File: config.mk
export PLATFORM = sky130hd
export DESIGN_NAME = xauthority_record_parser_unit_flat
export DESIGN_NICKNAME = d
export VERILOG_FILES = /design/src/xrp_pkg.sv /design/src/xrp_ifs.sv /design/src/xauthority_record_parser_unit.sv /design/src/xrp_parser.sv /design/src/xrp_out_fifo.sv /design/src/flat_wrapper.sv
export SDC_FILE = /design/constraint.sdc
export NUM_CORES = 1
export LEC_CHECK = 0
export ABC_CLOCK_PERIOD_IN_PS = 14900
export BUFFER_PORTS_ARGS = -buffer_cell sky130_fd_sc_hd__buf_2
export CORE_MARGIN = 2
export CORE_UTILIZATION = 45
export DETAILED_ROUTE_END_ITERATION = 8
export PLACE_DENSITY_LB_ADDON = 0.2
export SYNTH_ARGS = -nofsm -noshare
export SYNTH_HDL_FRONTEND = slang
export SYNTH_HIERARCHICAL = 1
export SYNTH_SLANG_ARGS = --single-unit
File: constraint.sdc
create_clock -name clk -period 14.9 [get_ports clk]
set_input_delay 0.745 -clock clk [delete_from_list [all_inputs] [get_ports clk]]
set_output_delay 0.745 -clock clk [all_outputs]
set_load 0.01 [all_outputs]
File: src/xrp_pkg.sv
// Shared types, codes and helpers for the X authority record parser.
`timescale 1ns / 1ps
package xrp_pkg;

  localparam int BYTE_W = 8;
  localparam int LEN_W  = 16;
  localparam int OFS_W  = 32;
  localparam int ST_W   = 3;

  typedef enum logic [13:0] {
    PH_FAM0   = 14'h0001,
    PH_FAM1   = 14'h0002,
    PH_ALEN_H = 14'h0004,
    PH_ALEN_L = 14'h0008,
    PH_ADDR   = 14'h0010,
    PH_NLEN_H = 14'h0020,
    PH_NLEN_L = 14'h0040,
    PH_NUM    = 14'h0080,
    PH_MLEN_H = 14'h0100,
    PH_MLEN_L = 14'h0200,
    PH_NAME   = 14'h0400,
    PH_DLEN_H = 14'h0800,
    PH_DLEN_L = 14'h1000,
    PH_DATA   = 14'h2000
  } phase_t;

  localparam logic [ST_W-1:0] ST_OK       = 3'd0;
  localparam logic [ST_W-1:0] ST_END_ALEN = 3'd1;
  localparam logic [ST_W-1:0] ST_END_NLEN = 3'd2;
  localparam logic [ST_W-1:0] ST_END_MLEN = 3'd3;
  localparam logic [ST_W-1:0] ST_END_DLEN = 3'd4;
  localparam logic [ST_W-1:0] ST_END_DATA = 3'd5;

  typedef struct packed {
    logic [ST_W-1:0]  status;
    logic [OFS_W-1:0] name_offset;
    logic [LEN_W-1:0] name_length;
    logic [OFS_W-1:0] data_offset;
    logic [LEN_W-1:0] data_length;
    logic             last_result;
  } res_t;

  // Status for a file that ends with the parser in phase ph.
  function automatic logic [ST_W-1:0] end_status(phase_t ph);
    logic [ST_W-1:0] st;
    case (ph)
      PH_FAM0, PH_FAM1, PH_ALEN_H, PH_ALEN_L: st = ST_END_ALEN;
      PH_ADDR, PH_NLEN_H, PH_NLEN_L:          st = ST_END_NLEN;
      PH_NUM, PH_MLEN_H, PH_MLEN_L:           st = ST_END_MLEN;
      PH_NAME, PH_DLEN_H, PH_DLEN_L:          st = ST_END_DLEN;
      default:                                st = ST_END_DATA;
    endcase
    return st;
  endfunction

endpackage

File: src/xrp_ifs.sv
// Stream interfaces: file bytes in, parse records out.
`timescale 1ns / 1ps
interface xrp_byte_if;
  import xrp_pkg::*;
  logic              valid;
  logic              ready;
  logic [BYTE_W-1:0] file_byte;
  logic              end_of_file;

  modport source (output valid, output file_byte, output end_of_file, input ready);
  modport sink   (input valid, input file_byte, input end_of_file, output ready);
endinterface

interface xrp_rec_if;
  import xrp_pkg::*;
  logic             valid;
  logic             ready;
  logic [ST_W-1:0]  status;
  logic [OFS_W-1:0] name_offset;
  logic [LEN_W-1:0] name_length;
  logic [OFS_W-1:0] data_offset;
  logic [LEN_W-1:0] data_length;
  logic             last_result;

  modport source (output valid, output status, output name_offset, output name_length,
                  output data_offset, output data_length, output last_result,
                  input ready);
  modport sink   (input valid, input status, input name_offset, input name_length,
                  input data_offset, input data_length, input last_result,
                  output ready);
endinterface

File: src/xauthority_record_parser_unit.sv
// Top level of the X authority record parser: input register, parser and result buffer.
//
//   channel   dir   word                                               handshake
//   bytes     in    file_byte, end_of_file                             valid/ready
//   records   out   status, name/data offset and length, last_result   valid/ready
//
// One file byte is taken per clock while the result buffer has space and no held word waits;
// the parse state is registered from combinational next-state logic. A result passes
// through the input register, then the result buffer, before it is offered on records.
// A byte that closes a record and ends the file gives two words and holds input until the second is pushed.
// Synchronous reset returns the parse to the first family byte at offset zero.
// A stall on records backs up through the two-entry buffer into the input register.
`timescale 1ns / 1ps
module xauthority_record_parser_unit #(
  parameter int OFFSET_BITS = 32
) (
  input  logic      clk,
  input  logic      rst,
  xrp_byte_if.sink  bytes,
  xrp_rec_if.source records
);
  import xrp_pkg::*;

  logic              in_valid;
  logic [BYTE_W-1:0] in_byte;
  logic              in_eof;
  logic              take;
  logic              space;
  logic              emit_valid;
  res_t              emit_res;

  assign bytes.ready = !in_valid || take;

  always_ff @(posedge clk) begin
    if (rst) begin
      in_valid <= 1'b0;
    end else if (bytes.ready) begin
      in_valid <= bytes.valid;
    end
  end

  always_ff @(posedge clk) begin
    if (bytes.valid && bytes.ready) begin
      in_byte <= bytes.file_byte;
      in_eof  <= bytes.end_of_file;
    end
  end

  xrp_parser #(
    .OFFSET_BITS(OFFSET_BITS)
  ) u_parser (
    .clk        (clk),
    .rst        (rst),
    .in_valid   (in_valid),
    .in_byte    (in_byte),
    .in_eof     (in_eof),
    .space      (space),
    .take       (take),
    .emit_valid (emit_valid),
    .emit_res   (emit_res)
  );

  xrp_out_fifo u_out (
    .clk      (clk),
    .rst      (rst),
    .push     (emit_valid),
    .push_res (emit_res),
    .space    (space),
    .records  (records)
  );

endmodule

File: src/xrp_parser.sv
// Record parse FSM: one byte per cycle unless stalled, up to two result words per byte.
`timescale 1ns / 1ps
module xrp_parser #(
  parameter int OFFSET_BITS = 32
) (
  input  logic                      clk,
  input  logic                      rst,
  input  logic                      in_valid,
  input  logic [xrp_pkg::BYTE_W-1:0] in_byte,
  input  logic                      in_eof,
  input  logic                      space,
  output logic                      take,
  output logic                      emit_valid,
  output xrp_pkg::res_t             emit_res
);
  import xrp_pkg::*;

  phase_t                 phase, phase_next;
  logic [OFFSET_BITS-1:0] position, pos_inc;
  logic [LEN_W-1:0]       bytes_left, bytes_left_next, bytes_dec;
  logic [BYTE_W-1:0]      length_high, length_high_next;
  logic [OFS_W-1:0]       name_start, name_start_next, data_start, data_start_next;
  logic [LEN_W-1:0]       name_size, name_size_next, data_size, data_size_next;
  logic [LEN_W-1:0]       len;
  logic                   done;
  logic [ST_W-1:0]        eof_status;
  // second word of a byte that both closes a record and ends the file
  logic                   pend;
  logic [ST_W-1:0]        pend_status;

  assign len       = {length_high, in_byte};
  assign bytes_dec = bytes_left - LEN_W'(1);
  assign pos_inc   = (position == '1) ? position : position + OFFSET_BITS'(1);

  always_comb begin
    phase_next       = phase;
    bytes_left_next  = bytes_left;
    length_high_next = length_high;
    name_start_next  = name_start;
    name_size_next   = name_size;
    data_start_next  = data_start;
    data_size_next   = data_size;
    done             = 1'b0;
    case (phase)
      PH_FAM0: phase_next = PH_FAM1;
      PH_FAM1: phase_next = PH_ALEN_H;
      PH_ALEN_H: begin
        length_high_next = in_byte;
        phase_next       = PH_ALEN_L;
      end
      PH_NLEN_H: begin
        length_high_next = in_byte;
        phase_next       = PH_NLEN_L;
      end
      PH_MLEN_H: begin
        length_high_next = in_byte;
        phase_next       = PH_MLEN_L;
      end
      PH_DLEN_H: begin
        length_high_next = in_byte;
        phase_next       = PH_DLEN_L;
      end
      PH_ALEN_L: begin
        bytes_left_next = len;
        phase_next      = (len != '0) ? PH_ADDR : PH_NLEN_H;
      end
      PH_NLEN_L: begin
        bytes_left_next = len;
        phase_next      = (len != '0) ? PH_NUM : PH_MLEN_H;
      end
      PH_MLEN_L: begin
        bytes_left_next = len;
        name_start_next = OFS_W'(pos_inc);
        name_size_next  = len;
        phase_next      = (len != '0) ? PH_NAME : PH_DLEN_H;
      end
      PH_DLEN_L: begin
        bytes_left_next = len;
        data_start_next = OFS_W'(pos_inc);
        data_size_next  = len;
        if (len != '0) begin
          phase_next = PH_DATA;
        end else begin
          done       = 1'b1;
          phase_next = PH_FAM0;
        end
      end
      PH_ADDR: begin
        bytes_left_next = bytes_dec;
        if (bytes_dec == '0) phase_next = PH_NLEN_H;
      end
      PH_NUM: begin
        bytes_left_next = bytes_dec;
        if (bytes_dec == '0) phase_next = PH_MLEN_H;
      end
      PH_NAME: begin
        bytes_left_next = bytes_dec;
        if (bytes_dec == '0) phase_next = PH_DLEN_H;
      end
      PH_DATA: begin
        bytes_left_next = bytes_dec;
        if (bytes_dec == '0) begin
          done       = 1'b1;
          phase_next = PH_FAM0;
        end
      end
      default: phase_next = PH_FAM0;
    endcase
  end

  assign eof_status = end_status(phase_next);
  assign take       = in_valid && !pend && space;
  assign emit_valid = space && (pend || (in_valid && (done || in_eof)));

  always_comb begin
    emit_res = '0;
    if (pend) begin
      emit_res.status      = pend_status;
      emit_res.last_result = 1'b1;
    end else if (done) begin
      emit_res.status      = ST_OK;
      emit_res.name_offset = name_start_next;
      emit_res.name_length = name_size_next;
      emit_res.data_offset = data_start_next;
      emit_res.data_length = data_size_next;
      emit_res.last_result = !in_eof;
    end else begin
      emit_res.status      = eof_status;
      emit_res.last_result = 1'b1;
    end
  end

  always_ff @(posedge clk) begin
    if (rst) begin
      phase       <= PH_FAM0;
      position    <= '0;
      bytes_left  <= '0;
      length_high <= '0;
      name_start  <= '0;
      name_size   <= '0;
      data_start  <= '0;
      data_size   <= '0;
      pend        <= 1'b0;
    end else begin
      if (take) begin
        if (in_eof) begin
          // end of file: next byte starts a fresh file at offset zero
          phase       <= PH_FAM0;
          position    <= '0;
          bytes_left  <= '0;
          length_high <= '0;
          name_start  <= '0;
          name_size   <= '0;
          data_start  <= '0;
          data_size   <= '0;
        end else begin
          phase       <= phase_next;
          position    <= pos_inc;
          bytes_left  <= bytes_left_next;
          length_high <= length_high_next;
          name_start  <= name_start_next;
          name_size   <= name_size_next;
          data_start  <= data_start_next;
          data_size   <= data_size_next;
        end
      end
      if (take && done && in_eof) begin
        pend <= 1'b1;
      end else if (pend && space) begin
        pend <= 1'b0;
      end
    end
  end

  always_ff @(posedge clk) begin
    if (take && done && in_eof) pend_status <= eof_status;
  end

`ifndef SYNTH
  a_pend_from_eof: assert property (@(posedge clk) disable iff (rst)
    $rose(pend) |-> $past(take && in_eof && done))
    else $error("held word without a record closing on end of file");
  a_no_take_pend: assert property (@(posedge clk) disable iff (rst)
    pend |-> !take)
    else $error("byte taken while a held word waits");
  a_eof_clears: assert property (@(posedge clk) disable iff (rst)
    take && in_eof |=> position == '0 && phase == PH_FAM0)
    else $error("state not cleared after end of file");
  a_pend_last: assert property (@(posedge clk) disable iff (rst)
    emit_valid && pend |-> emit_res.last_result && emit_res.status != ST_OK)
    else $error("held word is not a final end status");
`endif

endmodule

File: src/xrp_out_fifo.sv
// Two-entry result buffer that drives the record output channel.
`timescale 1ns / 1ps
module xrp_out_fifo (
  input  logic          clk,
  input  logic          rst,
  input  logic          push,
  input  xrp_pkg::res_t push_res,
  output logic          space,
  xrp_rec_if.source     records
);
  import xrp_pkg::*;

  res_t       slot [2];
  logic       wr_ptr, rd_ptr;
  logic [1:0] count;
  logic       pop;
  res_t       head;

  assign space = (count != 2'd2);
  assign pop   = records.valid && records.ready;
  assign head  = slot[rd_ptr];

  assign records.valid       = (count != 2'd0);
  assign records.status      = head.status;
  assign records.name_offset = head.name_offset;
  assign records.name_length = head.name_length;
  assign records.data_offset = head.data_offset;
  assign records.data_length = head.data_length;
  assign records.last_result = head.last_result;

  always_ff @(posedge clk) begin
    if (push) slot[wr_ptr] <= push_res;
  end

  always_ff @(posedge clk) begin
    if (rst) begin
      wr_ptr <= 1'b0;
      rd_ptr <= 1'b0;
      count  <= 2'd0;
    end else begin
      if (push) wr_ptr <= !wr_ptr;
      if (pop)  rd_ptr <= !rd_ptr;
      case ({push, pop})
        2'b10:   count <= count + 2'd1;
        2'b01:   count <= count - 2'd1;
        default: count <= count;
      endcase
    end
  end

`ifndef SYNTH
  a_no_overflow: assert property (@(posedge clk) disable iff (rst)
    push |-> count != 2'd2)
    else $error("result pushed into a full buffer");
  a_count_range: assert property (@(posedge clk) disable iff (rst)
    count != 2'd3)
    else $error("buffer count out of range");
  a_hold_stalled: assert property (@(posedge clk) disable iff (rst)
    records.valid && !records.ready |=> records.valid && $stable(head))
    else $error("output word changed while stalled");
`endif

endmodule
File: src/flat_wrapper.sv
// flat-port wrapper written by rule: the top's interface ports become plain ports
module xauthority_record_parser_unit_flat import xrp_pkg::*;
#(
  parameter int OFFSET_BITS = 32
)
  (clk, rst, bytes_valid, bytes_file_byte, bytes_end_of_file, bytes_ready, records_valid, records_status, records_name_offset, records_name_length, records_data_offset, records_data_length, records_last_result, records_ready);
  xrp_byte_if bytes_i ();
  xrp_rec_if records_i ();
  input  logic clk;
  input  logic rst;
  input wire logic [$bits(bytes_i.valid)-1:0] bytes_valid;
  input wire logic [$bits(bytes_i.file_byte)-1:0] bytes_file_byte;
  input wire logic [$bits(bytes_i.end_of_file)-1:0] bytes_end_of_file;
  output wire logic [$bits(bytes_i.ready)-1:0] bytes_ready;
  output wire logic [$bits(records_i.valid)-1:0] records_valid;
  output wire logic [$bits(records_i.status)-1:0] records_status;
  output wire logic [$bits(records_i.name_offset)-1:0] records_name_offset;
  output wire logic [$bits(records_i.name_length)-1:0] records_name_length;
  output wire logic [$bits(records_i.data_offset)-1:0] records_data_offset;
  output wire logic [$bits(records_i.data_length)-1:0] records_data_length;
  output wire logic [$bits(records_i.last_result)-1:0] records_last_result;
  input wire logic [$bits(records_i.ready)-1:0] records_ready;
  assign bytes_i.valid = bytes_valid;
  assign bytes_i.file_byte = bytes_file_byte;
  assign bytes_i.end_of_file = bytes_end_of_file;
  assign bytes_ready = bytes_i.ready;
  assign records_valid = records_i.valid;
  assign records_status = records_i.status;
  assign records_name_offset = records_i.name_offset;
  assign records_name_length = records_i.name_length;
  assign records_data_offset = records_i.data_offset;
  assign records_data_length = records_i.data_length;
  assign records_last_result = records_i.last_result;
  assign records_i.ready = records_ready;
  xauthority_record_parser_unit #(.OFFSET_BITS(OFFSET_BITS)) u_core (.clk(clk), .rst(rst), .bytes(bytes_i), .records(records_i));
endmodule
# ---- Word level (Yosys, flattened, before mapping)
# Memories as Yosys holds them, arrays and structs flattened. A register that Yosys moved wholly into a read port is not among the register bits.
# Index checks and enable logic that the tools add are counted.
dict set report word_totals {
  word_cells 126
  ff_bits 184
  mem_bits_rw 200
  n_memories 1
}
dict set report classes {
  n_eq_ne 31
  add_sub_neg 4
  mux 41
  n_reduce_logical 33
}
# name words word_bits read_ports rd_ports_with_merged_regs write_ports line
set mem_list {}
lappend mem_list {u_core.u_out.slot 2 100 1 1 1 xrp_out_fifo.sv:13} ;# res_t slot [2];
# cell n
set op_table {}
lappend op_table {{$pmux W14 S14} 1}
lappend op_table {{$mux W32} 6}
lappend op_table {{$mux W96} 2}
lappend op_table {{$mux W14} 6}
lappend op_table {{$mux W16} 5}
lappend op_table {{$add A32 B1 Y32 const B} 1}
lappend op_table {{$eq A32 B32 Y1 const B} 1}
lappend op_table {{$pmux W16 S2} 1}
lappend op_table {{$eq A14 B1 Y1 const B} 2}
lappend op_table {{$eq A14 B10 Y1 const B} 2}
lappend op_table {{$eq A14 B11 Y1 const B} 2}
lappend op_table {{$eq A14 B12 Y1 const B} 2}
lappend op_table {{$eq A14 B13 Y1 const B} 2}
lappend op_table {{$eq A14 B2 Y1 const B} 2}
lappend op_table {{$eq A14 B3 Y1 const B} 2}
lappend op_table {{$eq A14 B4 Y1 const B} 2}
lappend op_table {{$eq A14 B5 Y1 const B} 2}
lappend op_table {{$eq A14 B6 Y1 const B} 2}
lappend op_table {{$eq A14 B7 Y1 const B} 2}
lappend op_table {{$eq A14 B8 Y1 const B} 2}
lappend op_table {{$eq A14 B9 Y1 const B} 2}
lappend op_table {{$logic_not A16 Y1} 1}
lappend op_table {{$mux W8} 2}
lappend op_table {{$reduce_bool A16 Y1} 1}
lappend op_table {{23 further kinds} 56}

# ---- Logic depth before layout (Yosys ltp)
# Gate-level depths: netlist of run 1.
dict set report logic_depth {
  depth_word 10
  depth_mapped 14
  mapped_depth_nobuf 13
}

# ---- Hierarchy
# The synthesis of run 1 kept the hierarchy.
# mod cells_each area_each_um2 instances
set by_module_without_submodules {}
lappend by_module_without_submodules {xrp_parser 1137 9598.0 1}
lappend by_module_without_submodules {xrp_out_fifo 334 7400.8 1}
lappend by_module_without_submodules {xauthority_record_parser_unit 14 325.3 1}

# ---- Worst setup path before layout of run 1
# OpenSTA, ideal clock, no wires.
dict set report synth_timing {
  path_type {register to register}
  from {register u_core.u_parser.phase[6]}
  to {memory u_core/u_out/slot[0][0] (netlist name) (enable)}
  stages_incl_launch_ff 11
  period_less_slack_ns 7.102
  arrival_time_ns 6.542
  setup_slack_ns 7.798
  setup_ns 0.559
  n_path_buf 3
  cell_sequence {dfxtp_1 -> clkbuf_1 -> nor4_1 -> buf_2 -> nand4_1 -> nor3b_2 -> clkbuf_1 -> a211oi_1 -> a21oi_1 -> inv_1 -> nor2_1}
}
dict set report synth_via {
  elab_chain_cells 8
  elab_cells_between_ends 9
  classes_between {eq/ne (2); mux (3); reduce/logical (4)}
}
# item line
set synth_lines {}
lappend synth_lines {{start: declaration} xrp_parser.sv:18} ;# phase_t phase, phase_next;
lappend synth_lines {{start signal: assignment} xrp_parser.sv:157} ;# phase <= phase_next;
lappend synth_lines {{$eq A14 B14 Y1 or $eq A14 B13 Y1 (tied branches)} xrp_parser.sv:44} ;# case (phase)
lappend synth_lines {{$pmux W1 S2 (*)} xrp_parser.sv:44}
lappend synth_lines {{$logic_or A1 B1 Y1 (*)} xrp_parser.sv:113} ;# assign emit_valid = space && (pend || (in_valid && (done || in_eof)));
lappend synth_lines {{$logic_and A1 B1 Y1 (*)} xrp_parser.sv:113}
lappend synth_lines {{$logic_or A1 B1 Y1 (*)} xrp_parser.sv:113}
lappend synth_lines {{$logic_and A1 B1 Y1 (*)} xrp_parser.sv:113}
lappend synth_lines {{via u_core.emit_valid} xauthority_record_parser_unit.sv:29} ;# logic emit_valid;
lappend synth_lines {{$mux W1 (*)} xrp_out_fifo.sv:32} ;# if (push) slot[wr_ptr] <= push_res;
lappend synth_lines {{$mux W1 (not written as such) (*)} xrp_out_fifo.sv:32}
lappend synth_lines {{end: declaration} xrp_out_fifo.sv:13}
# The timed path passes the listed nets; every way through them passes the cells marked *.

# ---- Final worst setup path of run 1
dict set report layout_timing {
  from {register u_core.u_parser.bytes_left[0]}
  to {memory u_core/u_out/slot[0][81] (netlist name) (enable)}
}
dict set report layout_via {
  elab_chain_cells 10
}
# item line
set layout_lines {}
lappend layout_lines {{start: declaration} xrp_parser.sv:20} ;# logic [LEN_W-1:0] bytes_left, bytes_left_next, bytes_dec;
lappend layout_lines {{start signal: assignment} xrp_parser.sv:159} ;# bytes_left <= bytes_left_next;
lappend layout_lines {{$sub A16 B1 Y16} xrp_parser.sv:32} ;# assign bytes_dec = bytes_left - LEN_W'(1);
lappend layout_lines {{$logic_not A16 Y1} xrp_parser.sv:102} ;# if (bytes_dec == '0) begin
lappend layout_lines {{$mux W1} xrp_parser.sv:102}
lappend layout_lines {{$pmux W1 S2} xrp_parser.sv:44}
lappend layout_lines {{$logic_or A1 B1 Y1} xrp_parser.sv:113}
lappend layout_lines {{$logic_and A1 B1 Y1} xrp_parser.sv:113}
lappend layout_lines {{$logic_or A1 B1 Y1} xrp_parser.sv:113}
lappend layout_lines {{$logic_and A1 B1 Y1} xrp_parser.sv:113}
lappend layout_lines {{via u_core.emit_valid} xauthority_record_parser_unit.sv:29}
lappend layout_lines {{$mux W1} xrp_out_fifo.sv:32}
lappend layout_lines {{$mux W1 (not written as such)} xrp_out_fifo.sv:32}
# The timed path passes the listed nets, and every way through them passes these cells.

==> key figures, run 1 <==
Die
  – Area of the core: 37800 um^2
  – Cell row count: between 70 and 80
  – Total Die Area: approximately 40000 um^2
  – Initial cell density of the core: around 46%
  – Count of boundary I/O pins: 115
  – Die Wd: roughly 200 um
  – Height of the die: 200 um

Logic synthesis
  – Sequential area share after synthesis: 56.7%
  – Share of the synthesized netlist area taken by xor and xnor gates: around 2.3%
  – Library cell occupying the most area in the post-synthesis netlist: sky130_fd_sc_hd__edfxtp_1
  – Post-synthesis share of cell area spent on full adders, half adders and majority gates: 0.289%
  – Average size of a mapped cell: 11.7 um^2
  – Largest family of logic cells by synthesized area: compound AO/OA/AOI/OAI gates
  – Ys async rst share: 0%
  – Compound-Gate Fraction of Synth Area: 15.2%
  – Top cell type's share of synthesized area: roughly 37%
  – Simple-gate portion of the synthesized area: about 14%
  – Flop and latch count out of synthesis: 385
  – Count of flip-flops with a built-in enable after synthesis: roughly 210
  – Nets in the synthesized netlist: 1502
  – Top FF cell, synth: sky130_fd_sc_hd__edfxtp_1
  – Gate count of the mapped netlist: 1485
  – Main area contributors after synthesis: sky130_fd_sc_hd__edfxtp_1 37%, sky130_fd_sc_hd__dfxtp_1 20%, sky130_fd_sc_hd__mux2_1 6.5%
  – Total number of yosys warnings: 6
  – Mapped cell area: 17300 um^2
  – Multiplexer share of the synthesized area: roughly 8.0%
  – Unique masters post-synth: between 70 and 80

Final layout
  – Final net count: between 1500 and 2000
  – Commonest non-fill, non-tap cell in the layout: sky130_fd_sc_hd__edfxtp_1
  – Fraction of the core area covered by cells at the end of the flow: 51.7%
  – Area taken by flip-flops and latches: 9840 um^2
  – Signed area change from the synthesized netlist to the final layout: 12.6%
  – Most frequent cells in the layout: 212 x sky130_fd_sc_hd__edfxtp_1, 171 x sky130_fd_sc_hd__dfxtp_1, 167 x sky130_fd_sc_hd__nor2_1, 114 x sky130_fd_sc_hd__buf_2, 100 x sky130_fd_sc_hd__mux2_1
  – Area taken by multi-input logic gates: 6890 um^2
  – Fraction of final layout cells with drive strength greater than 1: between 10% and 20%
  – Final std cell area, no fill: 19500 um^2
  – Number of diodes: 0
  – Final-layout fill cell count: approximately 3300

STA
  – Count of final max-slew check failures: 0
  – Worst slew margin relative to its limit: around 18%
  – Min cycle time layout: 4.69 ns
  – Period Utilization, post-route: 31.5%
  – Setup_tns: 0 ns
  – Final hold violation count: 0
  – Worst Skew: 0.0288 ns
  – RSZ-0062 raised after global routing: false
  – Fmax: 213 MHz
  – Fin worst setup slack: 10.21 ns
  – Setup violators final: 0
  – Worst-Margin Slew: 1.22 ns

Critical path
  – Worst R2R Setup Slack: between 10 and 15 ns
  – CP max FO: 67
  – Largest stage delay on the critical path: approximately 0.79 ns
  – Crit path required time: between 15 and 20 ns
  – Critical path cell sequence: inv_1 -> ha_1 -> nor3b_1 -> a31oi_1 -> nand2b_1 -> nor4b_1 -> nand2_1 -> a21oi_1 -> inv_1 -> nor2_4 -> buf_4 -> buf_4
  – Critical path endpoint category: flip-flop
  – Kind of cell adding the most delay to the critical path: simple AND/OR/NAND/NOR gates
  – Worst setup path class: flip-flop to flip-flop
  – Critical-path top delay cell: sky130_fd_sc_hd__buf_4
  – Data arrival time of the critical path: roughly 4.8 ns
  – Worst path bufs/invs: 4
  – Critical path startpoint category: flip-flop

Power and ir drop
  – IR drop worst, VDD: 0.0000819 V
  – Power density of the placed cells: 123 nW/um^2
  – LEAKAGE: 6.19 nW
  – Design Power: 2.39 mW

Drt
  – Iteration-0 DRC Markers: 1276
  – Wire per inst: about 21 um
  – Post-detailed-route DRC marker count: 0
  – DRT met1 WL: 20400 um
  – Vias after detailed routing: about 12000
  – Remaining number of nets flagged by the antenna check after routing: 0
  – DR top layer: met4
  – Detailed Routing Iterations Pass 1: 5
  – Total wire length after detailed routing: 43400 um
  – Length of routed met3 wiring: around 2600 um
  – Detailed route wirelength on metal2: a little under 20000 um
  – Via-per-instance ratio: 5.97

Placement
  – Quantity of I/O buffers inserted on ports: 114
  – GP Congestion: ~0.92
  – Cell area after placement: 18200 um^2
  – Half-perimeter wire length of the detailed placement result: ~28000 um
  – Placement-stage worst setup slack: about 10 ns

CTS
  – Post-cts hold buffer count: 0
  – Max H-tree Level: 2
  – Cells resized by post-CTS repair: 0
  – Clock slew at reported path FFs: 0.06 ns
  – Sink count of the clock tree: a little under 400
  – Clock tree from TritonCTS: yes
  – Post-CTS Setup Repair Bufs: 0
  – Clock root cell: sky130_fd_sc_hd__clkbuf_16
  – Worst skew pair latency: 0.54 ns
  – Num CTS Buffers: 41
  – Maximum buffer depth of the clock tree: 3

Global route
  – Wire length of the first global-routing pass: 68700 um
  – Number of global-route vias before repair: 11800
  – Number of antenna violations at the first check in global routing: 0
  – Tot GR Track Use: 21.3%
  – Remaining Overflow, GRT: 0
  – Pin count of the biggest net entering global routing: 70

Job
  – Number of max-cap violations: 0

Status
  – Result of the run: finished, final reports clean

Hold path
  – Worst min-delay path class: input port to flip-flop
## final cells by class
| class | count | share of cell area [%] |
|---|---|---|
| Inverter | 20 | 0.385 |
| Clock inverter | 12 | 0.603 |
| Sequential cell | 385 | 50.4 |
| Clock buffer | 63 | 6.21 |
| Tap cell | 511 | 3.28 |
| Multi-Input combinational cell | 960 | 35.3 |
| Timing Repair Buffer | 137 | 3.81 |
## power breakdown
part	internal (mW)	switching, mW
sequential	1.14	0.0235
combinational	0.0932	0.139
clock	0.596	0.401
total	1.83	0.564
## logic make-up after synthesis
family	count (synthesis)
AO/OA/AOI/OAI	327
XOR/XNOR	46
adder cells (fa/ha/maj)	4
buffers and inverters	140
flip-flops	385
multiplexers	125
AND/OR/NAND/NOR	458
## cell usage after synthesis, types with 4 or more instances
cell,instances
sky130_fd_sc_hd__dfxtp_1,173
sky130_fd_sc_hd__a31oi_1,9
sky130_fd_sc_hd__a31o_2,10
sky130_fd_sc_hd__clkbuf_1,73
sky130_fd_sc_hd__a22o_1,10
sky130_fd_sc_hd__or3_1,9
sky130_fd_sc_hd__o31ai_1,7
sky130_fd_sc_hd__a21oi_1,32
sky130_fd_sc_hd__inv_1,19
sky130_fd_sc_hd__nand3_1,32
sky130_fd_sc_hd__and4_1,7
sky130_fd_sc_hd__nor3b_1,5
sky130_fd_sc_hd__o2bb2ai_1,56
sky130_fd_sc_hd__nor4_1,20
sky130_fd_sc_hd__ha_1,4
sky130_fd_sc_hd__and2_1,23
sky130_fd_sc_hd__and3_1,15
sky130_fd_sc_hd__nand4_1,29
sky130_fd_sc_hd__buf_1,5
sky130_fd_sc_hd__a2111oi_1,5
sky130_fd_sc_hd__buf_6,8
sky130_fd_sc_hd__edfxtp_1,212
sky130_fd_sc_hd__o21ai_0,53
sky130_fd_sc_hd__buf_2,34
sky130_fd_sc_hd__nor4b_1,4
sky130_fd_sc_hd__nand2b_1,4
sky130_fd_sc_hd__nor2_1,168
sky130_fd_sc_hd__mux2_1,100
sky130_fd_sc_hd__a2111oi_0,23
sky130_fd_sc_hd__xor2_1,20
sky130_fd_sc_hd__a2111oi_2,31
sky130_fd_sc_hd__nor4_2,6
sky130_fd_sc_hd__and4b_1,8
sky130_fd_sc_hd__mux2i_1,22
sky130_fd_sc_hd__nand2_1,47
sky130_fd_sc_hd__a22oi_1,53
sky130_fd_sc_hd__xnor2_1,26
sky130_fd_sc_hd__nor3_1,55
sky130_fd_sc_hd__a32o_1,5
sky130_fd_sc_hd__or4_1,6
## layer usage
metal	GRT usage, %	vias up
li1	-	5824
met1	31.1	6138
met2	32.3	434
met3	3.58	70
met4	6.40	0
met5	0	-
## sequential cells by signal (all words and copies together) (netlist names), named ones only
signal	cells
u_core/u_out/slot	200
u_core/u_parser/data_start	32
u_core/u_parser/name_start	32
u_core/u_parser/position	32
u_core/u_parser/bytes_left	16
u_core/u_parser/data_size	16
u_core/u_parser/name_size	16
u_core/u_parser/phase	14
u_core/in_byte	8
u_core/u_parser/length_high	8
u_core/u_parser/pend_status	3
u_core/u_out/count	2
u_core/in_eof	1
u_core/in_valid	1
u_core/u_out/rd_ptr	1
u_core/u_out/wr_ptr	1
u_core/u_parser/pend	1
## path summary, 6_finish.rpt
path                                                    start  cells past startpoint                            to
worst max register to register  u_core/u_parser/bytes_left[0]                     12      u_core/u_out/slot[0][81]
worst min register to register   u_core/u_parser/name_size[0]                      2  u_core/u_parser/name_size[0]
worst min-delay path                        bytes_end_of_file                      1                 u_core/in_eof
worst max-delay path            u_core/u_parser/bytes_left[0]                     12      u_core/u_out/slot[0][81]
## metrics by stage
| stage | instances | hold WS (ns) |
|---|---|---|
| global placement | 2013 | 0.440 |
| CTS | 2088 | 0.349 |
| floorplan | 1485 | 0.427 |
| detailed placement | 2013 | 0.447 |
| finish | 2088 | 0.374 |
| global route | 2088 | 0.358 |
No activity file was read; power rests on OpenSTA's default activity.
==> inputs of run 2 (changes only) <==
--- a/config.mk
+++ b/config.mk
@@ -5,7 +5,7 @@
 export SDC_FILE = /design/constraint.sdc
 export NUM_CORES = 1
 export LEC_CHECK = 0
-export ABC_CLOCK_PERIOD_IN_PS = 14900
+export ABC_CLOCK_PERIOD_IN_PS = 3950
 export BUFFER_PORTS_ARGS = -buffer_cell sky130_fd_sc_hd__buf_2
 export CORE_MARGIN = 2
 export CORE_UTILIZATION = 45
==> constraint.sdc (replaced) <==
create_clock -name clk -period 3.95 [get_ports clk]
set_input_delay 0.1975 -clock clk [delete_from_list [all_inputs] [get_ports clk]]
set_output_delay 0.1975 -clock clk [all_outputs]
set_load 0.01 [all_outputs]
==> key figures, run 2 (same netlist as run 1, synthesis figures left out) <==
Critical path
  – Worst R2R End: u_core/u_out/slot[0][33]
  – Crit path required time: 4.22 ns
  – Critical path startpoint category: flip-flop
  – Data arrival time of the critical path: 3.79 ns
  – Reg-to-reg startpoint: u_core/u_parser/bytes_left[3]
  – Worst R2R Setup Slack: 0.43 ns
  – Critical path cell sequence: or4_4 -> nor3_1 -> a311oi_1 -> and4b_1 -> a22oi_2 -> buf_12 -> a2111oi_1
  – CP max FO: between 80 and 90
  – Critical path endpoint category: flip-flop
  – Kind of cell adding the most delay to the critical path: simple AND/OR/NAND/NOR gates
  – Largest stage delay on the critical path: 0.64 ns
  – Worst reg-to-reg path cell count: 7
  – Critical-path top delay cell: sky130_fd_sc_hd__a2111oi_1
  – Worst path bufs/invs: 1
  – Worst setup path class: flip-flop to flip-flop

Drt
  – Remaining number of nets flagged by the antenna check after routing: 0
  – DRT met1 WL: 21700 um
  – Iteration-0 DRC Markers: 1129
  – Length of routed met3 wiring: between 2000 and 3000 um
  – Wire per inst: 22.4 um
  – Total wire length after detailed routing: 47600 um
  – Detailed route wirelength on metal2: between 20000 and 25000 um
  – Detailed Routing Iterations Pass 1: 7
  – Post-detailed-route DRC marker count: 0
  – DR top layer: met4
  – Vias after detailed routing: 12800
  – Via-per-instance ratio: 6.02

Final layout
  – Flip-flop count of the largest register after layout: 200
  – Fraction of final layout cells with drive strength greater than 1: 18.6%
  – Final std cell area, no fill: ~20000 um^2
  – Number of diodes: 0
  – Fraction of the core area covered by cells at the end of the flow: 53.0%
  – Signed area change from the synthesized netlist to the final layout: 15.4%
  – Commonest non-fill, non-tap cell in the layout: sky130_fd_sc_hd__edfxtp_1
  – Top register by number of flip-flops: u_core/u_out/slot
  – Final net count: 1602
  – Most frequent cells in the layout: 212 x sky130_fd_sc_hd__edfxtp_1, 171 x sky130_fd_sc_hd__dfxtp_1, 167 x sky130_fd_sc_hd__nor2_1, 114 x sky130_fd_sc_hd__buf_2, 100 x sky130_fd_sc_hd__mux2_1

Global route
  – Pin count of the biggest net entering global routing: 83
  – Wire length of the first global-routing pass: approximately 75000 um
  – Tot GR Track Use: 23.7%
  – Number of global-route vias before repair: 12600
  – Remaining Overflow, GRT: 0
  – Number of antenna violations at the first check in global routing: 1

STA
  – Min cycle time layout: 3.52 ns
  – Worst Skew: 0.0346 ns
  – Fmax: around 280 MHz
  – Setup violators final: 0
  – Worst-Margin Slew: 1.14 ns
  – Period Utilization, post-route: 89.2%
  – Count of final max-slew check failures: 0
  – RSZ-0062 raised after global routing: false
  – Fin worst setup slack: 0.428 ns
  – Setup_tns: 0 ns
  – Worst slew margin relative to its limit: 24.1%
  – Final hold violation count: 0

CTS
  – Max H-tree Level: 2
  – Clock tree from TritonCTS: yes
  – Num CTS Buffers: 42
  – Sink count of the clock tree: 385
  – Clock slew at reported path FFs: about 0.060 ns
  – Maximum buffer depth of the clock tree: 3
  – Worst skew pair latency: around 0.57 ns
  – Clock root cell: sky130_fd_sc_hd__clkbuf_16
  – Post-CTS Setup Repair Bufs: 0

Die
  – Cell row count: 71
  – Initial cell density of the core: 45.9%
  – Height of the die: 200 um
  – Total Die Area: roughly 40000 um^2
  – Die Wd: 200 um
  – Count of boundary I/O pins: 115
  – Area of the core: 37800 um^2

Placement
  – Placement-stage worst setup slack: 0.478 ns
  – Half-perimeter wire length of the detailed placement result: 30300 um
  – Cell area after placement: 18500 um^2
  – Quantity of I/O buffers inserted on ports: 114
  – GP Congestion: 0.897

Status
  – Result of the run: finished, final reports clean

Power and ir drop
  – Power density of the placed cells: 461 nW/um^2
  – LEAKAGE: 6.48 nW
  – IR drop worst, VDD: 0.000264 V
  – Design Power: about 9.2 mW

Hold path
  – Origin of the worst min-delay path: records_ready
  – Number of instances on the worst hold path: 4
  – Worst min-delay path class: input port to flip-flop

Job
  – Number of max-cap violations: 0
## run 2: cell types whose count changed in the layout (fill, tap and decap cells not counted), sizes merged
cell         previous run  this run
buf                   137       166
bufinv                  2         4
clkbuf                 63        55
clkinv                 11        15
clkinvlp                0         2
dlygate4sd3             0        10
inv                    19        20
## run 2: what timing repair did
item	CTS	global route
hold buffers	10	0
resized for setup	0	1
endpoints found under the setup margin	0	2
endpoints found under the hold margin	10	0
## run 2: worst min-delay path, stage by stage
cell	delay (ns)
sky130_fd_sc_hd__buf_2	0.08
sky130_fd_sc_hd__o21a_2	0.14
sky130_fd_sc_hd__xnor2_1	0.08
sky130_fd_sc_hd__nor2_1	0.08
## run 2: how the worst max path moves through the flow
stage / startpoint / endpoint / slack (ns) / cells after the start
2_1_floorplan: u_core/u_parser/bytes_left[1] / u_core/u_out/slot[0][0] / -0.05 / 9
3_3_place_gp: u_core/u_parser/bytes_left[3] / u_core/u_out/slot[0][34] / 0.58 / 7
3_5_place_dp: u_core/u_parser/position[7] / u_core/u_out/slot[1][24] / 0.48 / 6
4_1_cts: u_core/u_parser/position[7] / u_core/u_out/slot[0][24] / 0.45 / 6
5_1_grt: u_core/u_parser/bytes_left[0] / u_core/u_out/slot[0][33] / 0.12 / 9
6_report: u_core/u_parser/bytes_left[3] / u_core/u_out/slot[0][33] / 0.43 / 7
## run 2: where the power goes
| part | internal, mW | total [mW] | switching (mW) |
|---|---|---|---|
| sequential | 4.29 | 4.38 | 0.0863 |
| clock | 2.30 | 3.89 | 1.59 |
| combinational | 0.378 | 0.949 | 0.571 |
## run 2: through the flow
stage / hold slack, ns / std cells
floorplan: 0.260 / 1485
global placement: 0.376 / 2042
detailed placement: 0.377 / 2042
CTS: 0.0164 / 2128
global route: 0.0671 / 2128
finish: 0.0480 / 2128
## run 2: layout make-up
cell class / instances / area [um^2]
fill: 3314 / 17800
sequential: 385 / 9840
multi-input combinational: 960 / 6930
timing repair buffer: 176 / 1160
clock buffer: 55 / 1140
tap: 511 / 639
clock inverter: 21 / 210
inverter: 20 / 75.1
## run 2: layer usage
metal	vias to the layer above	track usage, %
li1	5908	-
met1	6398	33.9
met2	423	37.1
met3	74	3.97
met4	0	6.74
met5	-	0
